## config.mk

```make
export PLATFORM = sky130hd
export DESIGN_NAME = line_point_generator_unit
export DESIGN_NICKNAME = d
export VERILOG_FILES = /design/src/rtl/lpg_pkg.sv /design/src/rtl/line_point_generator_unit.sv /design/src/rtl/lpg_datapath.sv /design/src/rtl/lpg_ctrl.sv
export SDC_FILE = /design/constraint.sdc
export NUM_CORES = 1
export LEC_CHECK = 0
export BUFFER_PORTS_ARGS = -buffer_cell sky130_fd_sc_hd__buf_4
export CAP_MARGIN = 0
export CORE_MARGIN = 3
export CORE_UTILIZATION = 40
export CTS_CLUSTER_DIAMETER = 200
export DETAILED_ROUTE_END_ITERATION = 10
export PLACE_DENSITY = 0.62
export SLEW_MARGIN = 30
export SYNTH_ARGS = -nofsm -noshare
export SYNTH_HDL_FRONTEND = slang
export SYNTH_HIERARCHICAL = 1
export SYNTH_SLANG_ARGS = --single-unit
```

## constraint.sdc

```tcl
create_clock -name clk -period 4.2 [get_ports clk]
set_input_delay 0.63 -clock clk [delete_from_list [all_inputs] [get_ports clk]]
set_output_delay 0.63 -clock clk [all_outputs]
set_load 0.005 [all_outputs]
```

## src/rtl/lpg_pkg.sv

```systemverilog
// Package for the line point generator.
// Holds coordinate widths, the controller/datapath command and status structs,
// and the coordinate clamp function. It depends on nothing else.
`timescale 1ns / 1ps

package lpg_pkg;

  // Coordinate geometry.
  localparam int COORD_W   = 6;
  localparam int COORD_MAX = 63;
  // The error term stays within about twice the largest delta.
  localparam int ERR_W     = COORD_W + 2;
  localparam int E2_W      = ERR_W + 1;

  typedef logic [COORD_W-1:0] coord_t;

  // Commands from the controller to the datapath.
  typedef struct packed {
    logic load;   // Capture a new command and set up the walk.
    logic emit;   // Move the current point to the output and advance.
  } lpg_cmd_t;

  // Status from the datapath to the controller.
  typedef struct packed {
    logic at_end; // The current point equals the end point.
  } lpg_status_t;

  // Saturate a coordinate to the allowed maximum.
  function automatic coord_t clamp_coord(input coord_t c);
    coord_t r;
    if (COORD_W'(COORD_MAX) < c) begin
      r = COORD_W'(COORD_MAX);
    end else begin
      r = c;
    end
    return r;
  endfunction

endpackage

```

## src/rtl/line_point_generator_unit.sv

```systemverilog
// Line point generator: one beat of start/end coordinates in, one beat per
// grid point of the line out, the last one flagged.
// The command beat puts the controller in its run state, and each point passes
// through the output point register. A single step unit advances the walk one
// point per cycle unless the output stalls; a new command waits for the end point.
// Reset (synchronous, active high) returns the controller to idle, output empty.
`timescale 1ns / 1ps

module line_point_generator_unit (
  input  logic            clk,
  input  logic            rst,
  input  logic            in_valid,
  output logic            in_ready,
  input  lpg_pkg::coord_t start_x,
  input  lpg_pkg::coord_t start_y,
  input  lpg_pkg::coord_t end_x,
  input  lpg_pkg::coord_t end_y,
  output logic            out_valid,
  input  logic            out_ready,
  output lpg_pkg::coord_t point_x,
  output lpg_pkg::coord_t point_y,
  output logic            last_point
);
  import lpg_pkg::*;

  lpg_cmd_t    cmd;
  lpg_status_t status;

  // Sequencing of command and output beats.
  lpg_ctrl u_ctrl (
    .clk       (clk),
    .rst       (rst),
    .in_valid  (in_valid),
    .in_ready  (in_ready),
    .out_valid (out_valid),
    .out_ready (out_ready),
    .cmd       (cmd),
    .status    (status)
  );

  // Line walk and output point register.
  lpg_datapath u_datapath (
    .clk        (clk),
    .cmd        (cmd),
    .status     (status),
    .start_x    (start_x),
    .start_y    (start_y),
    .end_x      (end_x),
    .end_y      (end_y),
    .point_x    (point_x),
    .point_y    (point_y),
    .last_point (last_point)
  );

endmodule

```

## src/rtl/lpg_datapath.sv

```systemverilog
// Datapath of the line point generator: the error-term line walk registers
// and the output point register. Depends on lpg_pkg; driven by lpg_ctrl.
`timescale 1ns / 1ps

module lpg_datapath (
  input  logic                clk,
  input  lpg_pkg::lpg_cmd_t   cmd,
  output lpg_pkg::lpg_status_t status,
  input  lpg_pkg::coord_t     start_x,
  input  lpg_pkg::coord_t     start_y,
  input  lpg_pkg::coord_t     end_x,
  input  lpg_pkg::coord_t     end_y,
  output lpg_pkg::coord_t     point_x,
  output lpg_pkg::coord_t     point_y,
  output logic                last_point
);
  import lpg_pkg::*;

  // Walk state.
  coord_t                  cur_x;
  coord_t                  cur_y;
  coord_t                  tgt_x;
  coord_t                  tgt_y;
  coord_t                  dx;
  coord_t                  dy;
  logic                    x_neg;
  logic                    y_neg;
  logic signed [ERR_W-1:0] err;

  // Setup values for a new command.
  coord_t                  sx_in;
  coord_t                  sy_in;
  coord_t                  ex_in;
  coord_t                  ey_in;
  coord_t                  dx_in;
  coord_t                  dy_in;

  // Step decision.
  logic signed [E2_W-1:0]  e2;
  logic signed [E2_W-1:0]  dx_s;
  logic signed [E2_W-1:0]  dy_s;
  logic                    step_x;
  logic                    step_y;
  logic signed [ERR_W-1:0] err_next;
  coord_t                  cur_x_next;
  coord_t                  cur_y_next;

  // Clamp inputs and form the absolute deltas.
  always_comb begin
    sx_in = clamp_coord(start_x);
    sy_in = clamp_coord(start_y);
    ex_in = clamp_coord(end_x);
    ey_in = clamp_coord(end_y);
    dx_in = (sx_in > ex_in) ? sx_in - ex_in : ex_in - sx_in;
    dy_in = (sy_in > ey_in) ? sy_in - ey_in : ey_in - sy_in;
  end

  // One step of the walk: compare the doubled error with -dy and dx.
  always_comb begin
    e2     = {err, 1'b0};
    dx_s   = $signed({{(E2_W-COORD_W){1'b0}}, dx});
    dy_s   = $signed({{(E2_W-COORD_W){1'b0}}, dy});
    step_x = e2 > -dy_s;
    step_y = e2 < dx_s;
    err_next = err
             - (step_x ? $signed({{(ERR_W-COORD_W){1'b0}}, dy}) : ERR_W'(0))
             + (step_y ? $signed({{(ERR_W-COORD_W){1'b0}}, dx}) : ERR_W'(0));
    cur_x_next = cur_x;
    if (step_x) begin
      cur_x_next = x_neg ? cur_x - COORD_W'(1) : cur_x + COORD_W'(1);
    end
    cur_y_next = cur_y;
    if (step_y) begin
      cur_y_next = y_neg ? cur_y - COORD_W'(1) : cur_y + COORD_W'(1);
    end
  end

  assign status.at_end = (cur_x == tgt_x) && (cur_y == tgt_y);

  // Walk registers: loaded on a new command, advanced on each emitted point.
  always_ff @(posedge clk) begin
    if (cmd.load) begin
      cur_x <= sx_in;
      cur_y <= sy_in;
      tgt_x <= ex_in;
      tgt_y <= ey_in;
      dx    <= dx_in;
      dy    <= dy_in;
      x_neg <= sx_in > ex_in;
      y_neg <= sy_in > ey_in;
      err   <= $signed({2'b00, dx_in}) - $signed({2'b00, dy_in});
    end else if (cmd.emit) begin
      cur_x <= cur_x_next;
      cur_y <= cur_y_next;
      err   <= err_next;
    end
  end

  // Output point register.
  always_ff @(posedge clk) begin
    if (cmd.emit) begin
      point_x    <= cur_x;
      point_y    <= cur_y;
      last_point <= status.at_end;
    end
  end

endmodule

```

## src/rtl/lpg_ctrl.sv

```systemverilog
// Controller of the line point generator: the command state machine and the
// output beat valid flag. Depends on lpg_pkg; drives lpg_datapath.
`timescale 1ns / 1ps

module lpg_ctrl (
  input  logic                 clk,
  input  logic                 rst,
  input  logic                 in_valid,
  output logic                 in_ready,
  output logic                 out_valid,
  input  logic                 out_ready,
  output lpg_pkg::lpg_cmd_t    cmd,
  input  lpg_pkg::lpg_status_t status
);
  import lpg_pkg::*;

  typedef enum logic {
    ST_IDLE,
    ST_RUN
  } state_t;

  state_t state;
  logic   slot_free;

  // The output register can take a point when empty or being drained.
  assign slot_free = !out_valid || out_ready;
  assign in_ready  = (state == ST_IDLE);

  always_comb begin
    cmd.load = in_valid && in_ready;
    cmd.emit = (state == ST_RUN) && slot_free;
  end

  // State and output valid flag.
  always_ff @(posedge clk) begin
    if (rst) begin
      state     <= ST_IDLE;
      out_valid <= 1'b0;
    end else begin
      if (cmd.emit) begin
        out_valid <= 1'b1;
      end else if (out_ready) begin
        out_valid <= 1'b0;
      end
      unique case (state)
        ST_IDLE: begin
          if (cmd.load) begin
            state <= ST_RUN;
          end
        end
        ST_RUN: begin
          if (cmd.emit && status.at_end) begin
            state <= ST_IDLE;
          end
        end
        default: state <= ST_IDLE;
      endcase
    end
  end

`ifndef SYNTHESIS
  // An accepted command starts a walk in the next cycle.
  a_load_starts_run: assert property (@(posedge clk) disable iff (rst)
    cmd.load |=> (state == ST_RUN))
    else $error("accepted command did not start a walk");

  // A point is never written over an output beat that is still waiting.
  a_emit_into_free_slot: assert property (@(posedge clk) disable iff (rst)
    cmd.emit |-> (!out_valid || out_ready))
    else $error("point emitted over a pending output beat");

  // Emitting the end point closes the walk.
  a_end_returns_idle: assert property (@(posedge clk) disable iff (rst)
    (cmd.emit && status.at_end) |=> (state == ST_IDLE))
    else $error("walk did not close after the end point");

  // No command is taken while a walk is in progress.
  a_no_load_in_run: assert property (@(posedge clk) disable iff (rst)
    (state == ST_RUN) |-> !cmd.load)
    else $error("command accepted during a walk");
`endif

endmodule

```

==> flow_summary.toml <==
[synthesis]
yosys_warnings = 6
synth_top_cells_by_area = "edfxtp_1 37%, ha_1 15%, inv_1 5.9%"
synth.largest_area_cell = "edfxtp_1"
synth_cell_type_count = 57
ys_top_cells_by_count = "75 x inv_1, 59 x edfxtp_1, 59 x ha_1, 32 x nand2_1, 24 x xnor2_1"
synth_fa_ha_area_share_pct = 20.8
synth_top_family_by_area = "adder cells"
synth_async_sr_flop_share_pct = 0
synth_compound_area_share_pct = 12.0
synth-xor-area-share_pct = 7.99
avgSynthCellArea_um2 = 10.4
muxShareOfSynthArea_pct = 2.89
synth-seq-area-share_pct = 37.7
synth-simple-area-share_pct = 11.8
synthFlopType = "edfxtp_1"
synth_most_common_cell = "inv_1"
synth-edff-count = 59
synth.net_count = 563
yosys_register_bits = 61
netlist.area_leader.share_pct = 36.8
syn_inst = 463
synthesis.area_um2 = 4810

[sta]
hold_viol = 0
finClkSkew_ps = 7.10
worstMarginPinSlew_ps = 750
setup_violations = 0
fin_ws_ps = 142
max_clock_freq_mhz = 246
rsz0062_at_grt = "true"
finalMaxSlewViolations = 0
period_share_pct = 96.6
slew_headroom_pct = 50.0
period_needed_ps = 4060

[routing]
drtAntennaViolNets = 0
avgRoutedWirePerCell_um = 16.2
routed_wl_um = 10700
vias = 3436
drt_iter0_markers = 212
drc = 0
viasPerCell = 5.18
first_pass_iters = 5

[global_route]
grt_start_max_net_pins = 41
grt-ovfl-total = 0
grt_pass1_vias = 3383
grt_pass1_wl_um = 17200
antenna_found_initial = 0
grt_use_total_pct = 16.6

[job]
cap_violations = 0

[setup_path]
crit_type = "flop to flop"
crit_path_max_fanout = 5
start_kind = "flop"
cp.arrival_ps = 4260
rr_worst_depth = 16
worstPathRequired_ps = 4400
rrSetupSlack_ps = 140
end_kind = "flop"
crit-reg2reg-capture = "u_datapath/err[6]"
r2r_start = "u_datapath/dy[3]"

[layout]
fin_util_pct = 49.1
n_fill_cell = 1040
syn_to_final_growth_pct = 18.0
layout-drive-gt1-share_pct = 17.1
ff_latch_area_um2 = 1810
postLayoutCellArea_um2 = 5680
nets = 615
multi_input_area_um2 = 2710
diodes = 0

[pwr]
power.leakage_nw = 2.57
power_density_nw_per_um2 = 703
irDropWorstVdd_v = 0.000302

[hold_path]
hold_path_end = "u_ctrl/out_valid"
whs_path_depth = 2
min_from = "rst"
min_path_type = "input pin to flop"

[clock_network]
htreeDepth = 3
numClockSinks = 61
cts_tree = "done"
cts_buffers = 9
clk_pin_slew_ps = 50
clockBufferDepth = 2
root_buffer = "clkbuf_16"
clock_latency_ps = 330

[outcome]
status = "complete, no violations"

[die]
core.rowCount = 39
initial_core_util_pct = 41.6
pin_count = 43
fp.dieW_um = 116
coreArea_um2 = 11600
die_h_um = 116
dieArea_um2 = 13400

[place]
placed_cell_area_um2 = 5310
io_buffers = 42
pre_cts_slack_ps = -36.4
hpwl_um = 8340
place.gp.congestion = 0.828
[cells by family after synthesis]
| group | count (synthesis) |
|---|---|
| AO/OA/AOI/OAI | 85 |
| flip-flops | 61 |
| buffers and inverters | 84 |
| multiplexers | 13 |
| AND/OR/NAND/NOR | 105 |
| adder cells (fa/ha/maj) | 72 |
| XOR/XNOR | 43 |
[metrics by stage]
step / setup TNS, ps / hold slack (ps) / total power, mW / instances
2_1_floorplan: 0 / 472 / 2.50 / 463
6_report: 0 / 460 / 3.99 / 663
3_5_place_dp: -36.4 / 497 / 3.07 / 646
4_1_cts: 0 / 447 / 3.90 / 662
5_1_grt: -120 / 472 / 4.33 / 663
3_3_place_gp: 0 / 492 / 3.01 / 646
[state kept, by name (all words and copies together), names as in the netlist]
| signal | cells |
|---|---|
| u_datapath/y_neg | 1 |
| u_datapath/tgt_y | 6 |
| u_datapath/tgt_x | 6 |
| u_datapath/dy | 6 |
| u_datapath/err | 8 |
| u_datapath/point_y | 6 |
| u_datapath/cur_y | 6 |
| u_ctrl/out_valid | 1 |
| u_datapath/cur_x | 6 |
| u_datapath/point_x | 6 |
| u_ctrl/state | 1 |
| u_datapath/last_point | 1 |
| u_datapath/x_neg | 1 |
| u_datapath/dx | 6 |
[critical path: stages (launching register included)]
cell and delay (ps):
edfxtp_1 400, nor3_2 240, nand3_1 140, xnor2_1 220, ha_1 280, and4_2 250
a211oi_4 290, nor2_2 90, and2_1 180, fa_1 510, inv_1 40, ha_1 330
nor2b_1 150, o21ai_2 140, a21oi_2 90, or4_1 470, nand3_1 90
[metal layers]
layer	vias up	global-route usage, %	part of all wire (%)
li1	1717	-	-
met1	1643	22.6	47
met2	72	28.0	48
met3	4	3.24	4.6
met4	0	3.02	0.58
met5	-	0	0
[cell usage in the layout (no fill, tap or decap), drive strengths merged, types with 2 or more instances in the layout]
cell / count
o311a: 2
nand2b: 2
fa: 13
ha: 59
o21ai: 21
clkbuf: 10
nor3: 7
buf: 50
nand3b: 5
a211oi: 5
o31ai: 2
a21o: 15
inv: 75
a21oi: 22
bufinv: 2
o21bai: 3
dfxtp: 2
clkinvlp: 3
o211ai: 2
nor4b: 2
or3: 3
o21a: 3
nor2b: 4
xor2: 18
a221oi: 4
nand3: 8
and3b: 2
and4b: 2
o221ai: 2
edfxtp: 59
xnor2: 25
and2: 8
nand4: 7
mux2i: 9
nor2: 16
nand2: 32
mux2: 4
[layout make-up]
type / count / area share, %
Clock inverter: 6 / 1.54
Timing Repair Buffer: 50 / 6.61
Tap cell: 143 / 3.15
Sequential cell: 61 / 31.9
Clock buffer: 10 / 4.03
Multi-Input combinational cell: 318 / 47.8
Inverter: 75 / 4.96
[worst max path at each step]
stage	from	endpoint	slack [ps]	cells past startpoint
floorplan	u_datapath/dy[2]	u_datapath/err[6]	320	16
global placement	u_datapath/dy[4]	u_datapath/err[6]	90	16
detailed placement	u_datapath/dy[4]	u_datapath/err[6]	-40	16
CTS	u_datapath/dy[4]	u_datapath/err[6]	50	16
global route	u_datapath/dy[3]	u_datapath/err[4]	-50	15
finish	u_datapath/dy[3]	u_datapath/err[6]	140	16
[report_power, final]
part           internal (mW)  switching, mW  leakage [nW]
registers              0.895          0.122         0.585
clock network          0.518          0.272         0.145
logic                   1.01           1.18          1.84
total                   2.42           1.57          2.57
[repair_timing]
action                                  in CTS  in global routing
resized for setup                            1                 11
pin swaps                                    0                  5
hold endpoints to repair                     0                  0
buffers inserted                             0                  1
cloned                                       0                  0
endpoints found under the setup margin       2                  5
hold buffers                                 0                  0
Note: power is estimated with default switching activity, not from simulation.
